**config.mk**
```make
export PLATFORM = sky130hd
export DESIGN_NAME = pulse_window_tachometer_top
export DESIGN_NICKNAME = d
export VERILOG_FILES = /design/src/hw/rtl/pwt_pkg.sv /design/src/hw/rtl/pulse_window_tachometer_top.sv /design/src/hw/rtl/pwt_ram.sv /design/src/hw/rtl/pwt_fifo.sv /design/src/hw/rtl/pwt_front.sv /design/src/hw/rtl/pwt_back.sv
export SDC_FILE = /design/constraint.sdc
export NUM_CORES = 2
export LEC_CHECK = 0
export BUFFER_PORTS_ARGS = -buffer_cell sky130_fd_sc_hd__buf_2
export CORE_UTILIZATION = 64
export CTS_BUF_LIST = sky130_fd_sc_hd__clkbuf_4
export CTS_CLUSTER_SIZE = 12
export DETAILED_ROUTE_END_ITERATION = 16
export PLACE_DENSITY = 0.81
export SETUP_SLACK_MARGIN = 0.2
export SYNTH_ARGS = -nofsm -noshare
export SYNTH_HDL_FRONTEND = slang
export SYNTH_HIERARCHICAL = 1
export SYNTH_SLANG_ARGS = --single-unit
```
**constraint.sdc**
```tcl
create_clock -name i_clk -period 21.7 [get_ports i_clk]
set_clock_uncertainty 0.1 [all_clocks]
set_input_delay 4.34 -clock i_clk [delete_from_list [all_inputs] [get_ports i_clk]]
set_output_delay 4.34 -clock i_clk [all_outputs]
set_load 0.01 [all_outputs]
```
**src/hw/rtl/pwt_pkg.sv**
```systemverilog
// ============================================================================
// pwt_pkg: shared types and constants of the pulse window tachometer
// Holds the channel payloads, register indexes, status codes and the fixed
// microseconds-per-minute scale in Q.8.
// ============================================================================
package pwt_pkg;

    // Field widths of the channels and registers
    localparam int TIME_W    = 48;
    localparam int RPM_W     = 40;
    localparam int ST_W      = 2;
    localparam int PPR_W     = 8;
    localparam int STALE_W   = 32;
    localparam int CFG_IDX_W = 2;

    // Dividend width: (WINDOW-1) * 60e6 * 256 stays below 2^40 for WINDOW up to 64,
    // so the quotient always fits the rpm field without saturation
    localparam int NUM_W = 40;

    // 60,000,000 us per minute, scaled by 256 for the Q.8 result
    localparam logic [33:0] US_PER_MIN_Q8 = 34'd15360000000;

    // Operation codes
    localparam logic OP_PULSE = 1'b0;
    localparam logic OP_QUERY = 1'b1;

    // Register indexes
    localparam logic [CFG_IDX_W-1:0] REG_PPR   = 2'd0;
    localparam logic [CFG_IDX_W-1:0] REG_STALE = 2'd1;

    // Register reset values
    localparam logic [PPR_W-1:0]   PPR_RESET   = 8'd1;
    localparam logic [STALE_W-1:0] STALE_RESET = 32'd500000;

    // Status codes
    localparam logic [ST_W-1:0] ST_OK    = 2'd0;
    localparam logic [ST_W-1:0] ST_FEW   = 2'd1;
    localparam logic [ST_W-1:0] ST_STALE = 2'd2;
    localparam logic [ST_W-1:0] ST_SPAN  = 2'd3;

    typedef struct packed {
        logic              op;
        logic [TIME_W-1:0] time_us;
    } t_in_item;

    typedef struct packed {
        logic [RPM_W-1:0] rpm_q8;
        logic [ST_W-1:0]  status;
    } t_out_item;

    typedef struct packed {
        logic full;
        logic empty;
    } t_q_stat;

    typedef struct packed {
        logic [PPR_W-1:0]   ppr;
        logic [STALE_W-1:0] stale_limit;
    } t_cfg;

endpackage

```
**src/hw/rtl/pulse_window_tachometer_top.sv**
```systemverilog
// A pulse edge is written into the ring and yields no result; a query passes through
//   the ring read, the queue and the back end; with status ok it also runs the multiply
//   and the 40-step divide. The back end takes one query at a time; pulses are taken
//   every cycle while the queue has room and no query ring read is outstanding.
// Reset: synchronous, active low; clears ring pointer, count, queue, registers.
// The ring contents are not cleared; unwritten entries only reach queries with too few pulses.
// ============================================================================
// pulse_window_tachometer_top: pulse-period tachometer over a sliding window
// Front end records pulse edges and gathers query operands; back end divides
// out the speed in rpm (Q.8) and reports status.
// ============================================================================
module pulse_window_tachometer_top #(
    parameter int WINDOW    = 8,
    parameter int TIME_BITS = 48
) (
    input  logic                              i_clk,
    input  logic                              i_rst_n,
    input  logic                              i_in_valid,
    input  pwt_pkg::t_in_item                 i_in_data,
    output logic                              o_in_stall,
    output logic                              o_out_valid,
    output pwt_pkg::t_out_item                o_out_data,
    input  logic                              i_out_stall,
    input  logic                              i_cfg_valid,
    output logic                              o_cfg_ready,
    input  logic [pwt_pkg::CFG_IDX_W-1:0]     i_cfg_index,
    input  logic [pwt_pkg::STALE_W-1:0]       i_cfg_data
);
    import pwt_pkg::*;

    localparam int CNT_W   = $clog2(WINDOW + 1);
    localparam int ENTRY_W = CNT_W + 3 * TIME_BITS;
    localparam int Q_DEPTH = 2;

    t_cfg               r_cfg;
    t_q_stat            q_stat;
    logic               q_push;
    logic               q_pop;
    logic [ENTRY_W-1:0] q_wdata;
    logic [ENTRY_W-1:0] q_rdata;

    // Configuration registers
    assign o_cfg_ready = 1'b1;
    always_ff @(posedge i_clk) begin
        if (!i_rst_n) begin
            r_cfg.ppr         <= PPR_RESET;
            r_cfg.stale_limit <= STALE_RESET;
        end else if (i_cfg_valid && o_cfg_ready) begin
            case (i_cfg_index)
                REG_PPR:   r_cfg.ppr         <= PPR_W'(i_cfg_data);
                REG_STALE: r_cfg.stale_limit <= i_cfg_data;
                default: begin
                end
            endcase
        end
    end

    pwt_front #(
        .WINDOW    (WINDOW),
        .TIME_BITS (TIME_BITS)
    ) u_front (
        .i_clk      (i_clk),
        .i_rst_n    (i_rst_n),
        .i_in_valid (i_in_valid),
        .i_in_data  (i_in_data),
        .o_in_stall (o_in_stall),
        .i_q_stat   (q_stat),
        .o_push     (q_push),
        .o_entry    (q_wdata)
    );

    pwt_fifo #(
        .WIDTH (ENTRY_W),
        .DEPTH (Q_DEPTH)
    ) u_queue (
        .i_clk   (i_clk),
        .i_rst_n (i_rst_n),
        .i_push  (q_push),
        .i_data  (q_wdata),
        .i_pop   (q_pop),
        .o_data  (q_rdata),
        .o_stat  (q_stat)
    );

    pwt_back #(
        .WINDOW    (WINDOW),
        .TIME_BITS (TIME_BITS)
    ) u_back (
        .i_clk       (i_clk),
        .i_rst_n     (i_rst_n),
        .i_cfg       (r_cfg),
        .i_q_stat    (q_stat),
        .i_entry     (q_rdata),
        .o_pop       (q_pop),
        .o_out_valid (o_out_valid),
        .o_out_data  (o_out_data),
        .i_out_stall (i_out_stall)
    );

endmodule

```
**src/hw/rtl/pwt_ram.sv**
```systemverilog
// ============================================================================
// pwt_ram: generic single-write, dual-read RAM
// One write port and two read ports, read data registered.
// ============================================================================
module pwt_ram #(
    parameter int WIDTH = 48,
    parameter int DEPTH = 8
) (
    input  logic                     i_clk,
    input  logic                     i_we,
    input  logic [$clog2(DEPTH)-1:0] i_waddr,
    input  logic [WIDTH-1:0]         i_wdata,
    input  logic [$clog2(DEPTH)-1:0] i_raddr_a,
    input  logic [$clog2(DEPTH)-1:0] i_raddr_b,
    output logic [WIDTH-1:0]         o_rdata_a,
    output logic [WIDTH-1:0]         o_rdata_b
);

    logic [WIDTH-1:0] r_mem [DEPTH];

    // Write and registered reads
    always_ff @(posedge i_clk) begin
        if (i_we) begin
            r_mem[i_waddr] <= i_wdata;
        end
        o_rdata_a <= r_mem[i_raddr_a];
        o_rdata_b <= r_mem[i_raddr_b];
    end

endmodule

```
**src/hw/rtl/pwt_fifo.sv**
```systemverilog
// ============================================================================
// pwt_fifo: short query queue between front and back
// Register-based FIFO; push is never issued while full, pop never while empty.
// ============================================================================
module pwt_fifo #(
    parameter int WIDTH = 180,
    parameter int DEPTH = 2
) (
    input  logic                 i_clk,
    input  logic                 i_rst_n,
    input  logic                 i_push,
    input  logic [WIDTH-1:0]     i_data,
    input  logic                 i_pop,
    output logic [WIDTH-1:0]     o_data,
    output pwt_pkg::t_q_stat     o_stat
);
    import pwt_pkg::*;

    localparam int AW = (DEPTH > 1) ? $clog2(DEPTH) : 1;
    localparam int CW = $clog2(DEPTH + 1);

    logic [WIDTH-1:0] r_mem [DEPTH];
    logic [AW-1:0]    r_wr;
    logic [AW-1:0]    r_rd;
    logic [CW-1:0]    r_count;
    logic             do_push;
    logic             do_pop;

    assign o_stat.full  = (r_count == CW'(DEPTH));
    assign o_stat.empty = (r_count == '0);
    assign do_push      = i_push && !o_stat.full;
    assign do_pop       = i_pop && !o_stat.empty;
    assign o_data       = r_mem[r_rd];

    // Store entry on push
    always_ff @(posedge i_clk) begin
        if (do_push) begin
            r_mem[r_wr] <= i_data;
        end
    end

    // Advance pointers and occupancy
    always_ff @(posedge i_clk) begin
        if (!i_rst_n) begin
            r_wr    <= '0;
            r_rd    <= '0;
            r_count <= '0;
        end else begin
            if (do_push) begin
                r_wr <= (r_wr == AW'(DEPTH - 1)) ? '0 : AW'(r_wr + AW'(1));
            end
            if (do_pop) begin
                r_rd <= (r_rd == AW'(DEPTH - 1)) ? '0 : AW'(r_rd + AW'(1));
            end
            if (do_push && !do_pop) begin
                r_count <= CW'(r_count + CW'(1));
            end else if (do_pop && !do_push) begin
                r_count <= CW'(r_count - CW'(1));
            end
        end
    end

endmodule

```
**src/hw/rtl/pwt_front.sv**
```systemverilog
// ============================================================================
// pwt_front: input classifier and pulse ring
// Records pulse edges in the timestamp ring; for a query, reads the newest
// and oldest timestamps and queues them with the query time and pulse count.
// ============================================================================
module pwt_front #(
    parameter int WINDOW    = 8,
    parameter int TIME_BITS = 48
) (
    input  logic                     i_clk,
    input  logic                     i_rst_n,
    input  logic                     i_in_valid,
    input  pwt_pkg::t_in_item        i_in_data,
    output logic                     o_in_stall,
    input  pwt_pkg::t_q_stat         i_q_stat,
    output logic                     o_push,
    output logic [$clog2(WINDOW+1)+3*TIME_BITS-1:0] o_entry
);
    import pwt_pkg::*;

    localparam int AW    = $clog2(WINDOW);
    localparam int CNT_W = $clog2(WINDOW + 1);
    localparam int SW    = AW + 2;

    logic [AW-1:0]        r_slot;
    logic [CNT_W-1:0]     r_cnt;
    logic                 r_pend;
    logic [TIME_BITS-1:0] r_now;
    logic [CNT_W-1:0]     r_qcnt;
    logic                 in_fire;
    logic                 is_pulse;
    logic [TIME_BITS-1:0] t_in;
    logic [AW-1:0]        addr_newest;
    logic [AW-1:0]        addr_oldest;
    logic [SW-1:0]        back_sum;
    logic [TIME_BITS-1:0] rd_newest;
    logic [TIME_BITS-1:0] rd_oldest;

    // Hold input while a ring read is outstanding or the queue is full
    assign o_in_stall = r_pend || i_q_stat.full;
    assign in_fire    = i_in_valid && !o_in_stall;
    assign is_pulse   = (i_in_data.op == OP_PULSE);
    assign t_in       = TIME_BITS'(i_in_data.time_us);

    // Ring positions of the newest and oldest valid entries
    assign addr_newest = (r_slot == '0) ? AW'(WINDOW - 1) : AW'(r_slot - AW'(1));
    assign back_sum    = SW'(SW'(r_slot) + SW'(WINDOW) - SW'(r_cnt));
    assign addr_oldest = (back_sum >= SW'(WINDOW)) ? AW'(back_sum - SW'(WINDOW))
                                                   : AW'(back_sum);

    pwt_ram #(
        .WIDTH (TIME_BITS),
        .DEPTH (WINDOW)
    ) u_ring (
        .i_clk     (i_clk),
        .i_we      (in_fire && is_pulse),
        .i_waddr   (r_slot),
        .i_wdata   (t_in),
        .i_raddr_a (addr_newest),
        .i_raddr_b (addr_oldest),
        .o_rdata_a (rd_newest),
        .o_rdata_b (rd_oldest)
    );

    // Advance write slot and saturating count; flag a query read
    always_ff @(posedge i_clk) begin
        if (!i_rst_n) begin
            r_slot <= '0;
            r_cnt  <= '0;
            r_pend <= 1'b0;
        end else begin
            r_pend <= in_fire && !is_pulse;
            if (in_fire && is_pulse) begin
                r_slot <= (r_slot == AW'(WINDOW - 1)) ? '0 : AW'(r_slot + AW'(1));
                if (r_cnt != CNT_W'(WINDOW)) begin
                    r_cnt <= CNT_W'(r_cnt + CNT_W'(1));
                end
            end
        end
    end

    // Capture query time and pulse count
    always_ff @(posedge i_clk) begin
        if (in_fire && !is_pulse) begin
            r_now  <= t_in;
            r_qcnt <= r_cnt;
        end
    end

    // Queue the query once the ring data is back
    assign o_push  = r_pend;
    assign o_entry = {r_qcnt, r_now, rd_newest, rd_oldest};

endmodule

```
**src/hw/rtl/pwt_back.sv**
```systemverilog
// ============================================================================
// pwt_back: query execution unit
// Checks status, forms dividend and divisor, runs a restoring divider one
// quotient bit per cycle, and holds the result in an output register.
// ============================================================================
module pwt_back #(
    parameter int WINDOW    = 8,
    parameter int TIME_BITS = 48
) (
    input  logic                     i_clk,
    input  logic                     i_rst_n,
    input  pwt_pkg::t_cfg            i_cfg,
    input  pwt_pkg::t_q_stat         i_q_stat,
    input  logic [$clog2(WINDOW+1)+3*TIME_BITS-1:0] i_entry,
    output logic                     o_pop,
    output logic                     o_out_valid,
    output pwt_pkg::t_out_item       o_out_data,
    input  logic                     i_out_stall
);
    import pwt_pkg::*;

    localparam int CNT_W  = $clog2(WINDOW + 1);
    localparam int DEN_W  = TIME_BITS + PPR_W;
    localparam int STEP_W = $clog2(NUM_W);

    typedef enum logic [4:0] {
        S_IDLE  = 5'b00001,
        S_CHECK = 5'b00010,
        S_MUL   = 5'b00100,
        S_DIV   = 5'b01000,
        S_OUT   = 5'b10000
    } t_state;

    t_state               r_state, n_state;
    logic [CNT_W-1:0]     r_cnt;
    logic [TIME_BITS-1:0] r_now;
    logic [TIME_BITS-1:0] r_newest;
    logic [TIME_BITS-1:0] r_oldest;
    logic [TIME_BITS-1:0] r_span;
    logic [ST_W-1:0]      r_status;
    logic [NUM_W-1:0]     r_num;
    logic [DEN_W-1:0]     r_den;
    logic [DEN_W-1:0]     r_rem;
    logic [STEP_W-1:0]    r_step;
    logic                 r_out_valid;
    t_out_item            r_out;

    logic [ST_W-1:0]      status_chk;
    logic [TIME_BITS-1:0] age;
    logic [PPR_W-1:0]     ppr_eff;
    logic [DEN_W-1:0]     den_prod;
    logic [NUM_W-1:0]     num_prod;
    logic [DEN_W:0]       rem_sh;
    logic [DEN_W:0]       rem_sub;
    logic                 rem_ge;
    logic                 out_free;

    // Classify the query: too few pulses, stale, then span not positive
    assign age = TIME_BITS'(r_now - r_newest);
    always_comb begin
        if (r_cnt < CNT_W'(2)) begin
            status_chk = ST_FEW;
        end else if ((r_now > r_newest) && (age > TIME_BITS'(i_cfg.stale_limit))) begin
            status_chk = ST_STALE;
        end else if (r_newest <= r_oldest) begin
            status_chk = ST_SPAN;
        end else begin
            status_chk = ST_OK;
        end
    end

    // Dividend (count-1) * 60e6 * 256 and divisor ppr * span, a ppr of zero taken as one
    assign ppr_eff  = (i_cfg.ppr == '0) ? PPR_W'(1) : i_cfg.ppr;
    assign den_prod = DEN_W'({{TIME_BITS{1'b0}}, ppr_eff} * {{PPR_W{1'b0}}, r_span});
    assign num_prod = NUM_W'(NUM_W'(CNT_W'(r_cnt - CNT_W'(1))) * NUM_W'(US_PER_MIN_Q8));

    // One restoring divide step
    assign rem_sh  = {r_rem, r_num[NUM_W-1]};
    assign rem_ge  = (rem_sh >= {1'b0, r_den});
    assign rem_sub = (DEN_W + 1)'(rem_sh - {1'b0, r_den});

    assign out_free = !r_out_valid || !i_out_stall;
    assign o_pop    = (r_state == S_IDLE) && !i_q_stat.empty;

    // Sequence one query
    always_comb begin
        n_state = r_state;
        case (r_state)
            S_IDLE: begin
                if (!i_q_stat.empty) begin
                    n_state = S_CHECK;
                end
            end
            S_CHECK: begin
                n_state = (status_chk == ST_OK) ? S_MUL : S_OUT;
            end
            S_MUL: begin
                n_state = S_DIV;
            end
            S_DIV: begin
                if (r_step == STEP_W'(NUM_W - 1)) begin
                    n_state = S_OUT;
                end
            end
            S_OUT: begin
                if (out_free) begin
                    n_state = S_IDLE;
                end
            end
            default: begin
                n_state = S_IDLE;
            end
        endcase
    end

    // Control state and output valid
    always_ff @(posedge i_clk) begin
        if (!i_rst_n) begin
            r_state     <= S_IDLE;
            r_out_valid <= 1'b0;
        end else begin
            r_state <= n_state;
            if ((r_state == S_OUT) && out_free) begin
                r_out_valid <= 1'b1;
            end else if (!i_out_stall) begin
                r_out_valid <= 1'b0;
            end
        end
    end

    // Datapath registers
    always_ff @(posedge i_clk) begin
        case (r_state)
            S_IDLE: begin
                {r_cnt, r_now, r_newest, r_oldest} <= i_entry;
            end
            S_CHECK: begin
                r_status <= status_chk;
                r_span   <= TIME_BITS'(r_newest - r_oldest);
            end
            S_MUL: begin
                r_num  <= num_prod;
                r_den  <= den_prod;
                r_rem  <= '0;
                r_step <= '0;
            end
            S_DIV: begin
                r_rem  <= rem_ge ? DEN_W'(rem_sub) : DEN_W'(rem_sh);
                r_num  <= {r_num[NUM_W-2:0], rem_ge};
                r_step <= STEP_W'(r_step + STEP_W'(1));
            end
            S_OUT: begin
                if (out_free) begin
                    r_out.status <= r_status;
                    r_out.rpm_q8 <= (r_status == ST_OK) ? RPM_W'(r_num) : '0;
                end
            end
            default: begin
            end
        endcase
    end

    assign o_out_valid = r_out_valid;
    assign o_out_data  = r_out;

endmodule

```
==> out/summary.txt <==
Status: completed
Fin util: 0.702
Clock slew at reported path FFs: 70 ps
Die Area: 111000 um2
Core Area: 109000 um2
Footprint of the multi-input gates: 30500 um2
Max_cap viols: 0
Placer's final routability congestion estimate: 0.945
Post-synth EDFFs: 1130
Period utilization: 0.324
Post-synth top area share: 0.483
Avg Inst Size Synth: 13.4 um2
Metal-1 WL: 66300 um
CP max-delay cell: dfxtp_2
Mapped cell area: 70300 um2
Worst Path Required: 22440 ps
Post-route cell area: 76400 um2
Height of the chip: 333 um
Post-synth ARST share: 0
Largest net degree at the start of global routing: 137
Setup crit start: r_cfg[36]
Post-DP Area: 72100 um2
Register area share after synthesis: 0.527
Kind of critical path: flip-flop to flip-flop
Clk_lat worst skew: 1220 ps
H-tree lvl count: 5
Port bufs: 131
Post-CTS sizing: 0
RSZ-0062 raised after global routing: no
Rel. slew slack: 0.240
DRT Wirelength: 156000 um
Power Dens Cells: 99.2 nW/um2
Data arrival, critical path: 7770 ps
Setup Buffers After CTS: 0
Top cells by area, synth: edfxtp_1 (48%), fa_1 (8.1%), mux4_2 (5.8%)
DRC errors left: 0
WL met3: 11900 um
Hold path start: u_front/r_now[47]
Synth Flop Type: edfxtp_1
Gate Count Post-Synth: 5249
Syn Nets: 5909
Area Overhead vs Synth: 8.59%
FILL cells: 7267
Final hold vios: 0
CP endpoint kind: flip-flop
Netlist cell types: 93
Worst Tran Pin Value: 1140 ps
Antenna viol nets, final: 0
Worst Hold Class: flip-flop to flip-flop
Ports placed on the boundary: 133
Final min period: 7030 ps
Crit-path leading delay family: adder cells
Max layer used: met5
CP max FO: 50
Commonest non-fill, non-tap cells in the layout: edfxtp_1 (1130), clkbuf_4 (503), inv_1 (486)
TritonCTS clock tree: done
Register area: 37000 um2
Via count: 43400
Via/cell ratio: 6.01
Routed WL per cell: 21.6 um
Count of hold-fix buffers inserted at cts: 0
Setup_tns: 0 ps
Commonest non-fill, non-tap cell in the layout: edfxtp_1
Iter 0 DRT Violations: 3468
TritonCTS Buffers: 333
Initial antenna violation count: 9
Lkg Pwr: 30.2 nW
Setup Viol. Count Final: 0
Num Clock Sinks: 1285
Worst vdd ir: 0.0684 mV
Vias in the first global route: 44200
DIE WIDTH: 333 um
Fin nets: 6211
Bufs and invs on worst path: 3
Initial Utilization: 0.646
Reg2reg start: r_cfg[36]
Crit start category: flip-flop
DP HPWL: 105000 um
Gr usage total: 0.284
YS warnings: 6
Total power: 7.58 mW
Max incr delay on CP: 910 ps
Synthesized flop and latch total: 1285
Share of cells above drive strength 1: 0.204
WL met2: 72900 um
DRT Pass-1 Iters: 6
FMAX: 142 MHz
Most frequent CP cell: fa_1
Std-Cell Rows: 121
Area leader, netlist: edfxtp_1
GRT overflow: 0
Global-route wire length before repair: 244000 um
Root Buffer: clkbuf_4
Cell chain of the critical path: nor3_1 -> a21oi_4 -> buf_4 -> nor2b_1 -> fa_1 -> inv_1 -> fa_1 -> fa_1 -> inv_1 -> ha_1 -> and3_1 -> nor4b_1 -> o2111ai_1 -> a21oi_1 -> o31a_1 -> o21ai_1 -> nor2b_1 -> o31a_1 -> o31ai_1 -> xor2_1
Pins Over Slew Limit: 0
Max clock buf depth: 4
[state kept, by name, summed over array words and instances (netlist names), 3 cells and up, named ones only]
register                  cells
u_front/u_ring/r_mem        384
u_front/r_cnt                 4
u_front/u_ring/o_rdata_a     48
u_back/r_den                 56
u_back/r_step                 6
u_back/o_out_data            42
u_front/r_slot                3
r_cfg                        40
u_back/r_cnt                  4
u_front/r_qcnt                4
u_back/r_newest              48
u_back/r_num                 40
u_front/u_ring/o_rdata_b     48
u_back/r_span                48
u_front/r_now                48
u_back/r_state                5
u_back/r_oldest              48
u_back/r_now                 48
u_queue/r_mem               296
u_back/r_rem                 56
[path summary, 6_finish.rpt]
path,slack [ps],cells past startpoint,endpoint
max,14670,20,u_back/r_den[54]
max reg2reg,14670,20,u_back/r_den[54]
min,250,0,u_queue/r_mem[0][143]
min reg2reg,250,0,u_queue/r_mem[0][143]
[cell type report]
class / count / share of cell area
antenna: 7 / 0.000229
clock buffer: 503 / 0.0494
clock inverter: 78 / 0.00593
inverter: 491 / 0.0243
multi-input combinational: 3271 / 0.399
sequential: 1285 / 0.485
tap: 1414 / 0.0232
timing repair buffer: 169 / 0.0127
[where the power goes]
group          switching [mW]  internal [mW]  leakage (nW)
combinational            1.41          0.960          16.2
clock                   0.964           1.11          2.54
sequential              0.116           3.01          11.5
total                    2.49           5.09          30.2
[layer usage]
metal	vias up	GRT usage
met5	-	0
met4	10	0.106
met3	316	0.0541
met2	1889	0.449
met1	21400	0.393
li1	19800	-
[cells by family after synthesis]
group                    count (synthesis)  share of synthesized area
flip-flops                            1285                      0.527
AND/OR/NAND/NOR                       1218                     0.0911
AO/OA/AOI/OAI                          784                     0.0711
buffers and inverters                  693                     0.0424
adder cells (fa/ha/maj)                572                      0.132
multiplexers                           489                      0.111
XOR/XNOR                               207                     0.0258
other                                    1                  0.0000533
[per-stage QoR]
stage,instances,hold slack [ps],setup WS [ps]
finish,7218,255,14670
global route,7216,282,14210
CTS,7211,258,14670
detailed placement,6630,312,14500
global placement,6630,304,14630
floorplan,5249,304,12840
[synthesized netlist by cell type, types with 12 or more instances]
library cell	number
nor2b_1	75
buf_12	12
mux2_2	205
o21bai_1	32
mux2_4	40
nand3_1	67
dfxtp_1	155
nor4_1	15
xor2_1	91
o31a_1	13
mux4_2	180
nor2_1	228
fa_1	283
o21a_1	28
edfxtp_1	1130
inv_1	490
ha_1	289
nand2_1	256
a211oi_1	18
and2_1	371
a21o_1	120
nor3_1	27
xnor2_1	116
buf_2	39
mux2i_1	52
nand2b_1	39
o211ai_1	27
nand4_1	54
clkbuf_1	126
or3_1	12
buf_6	16
and3_1	28
a31oi_1	26
a21oi_1	280
mux4_1	12
o21ai_0	131
Power figures use the tool's default switching activity.
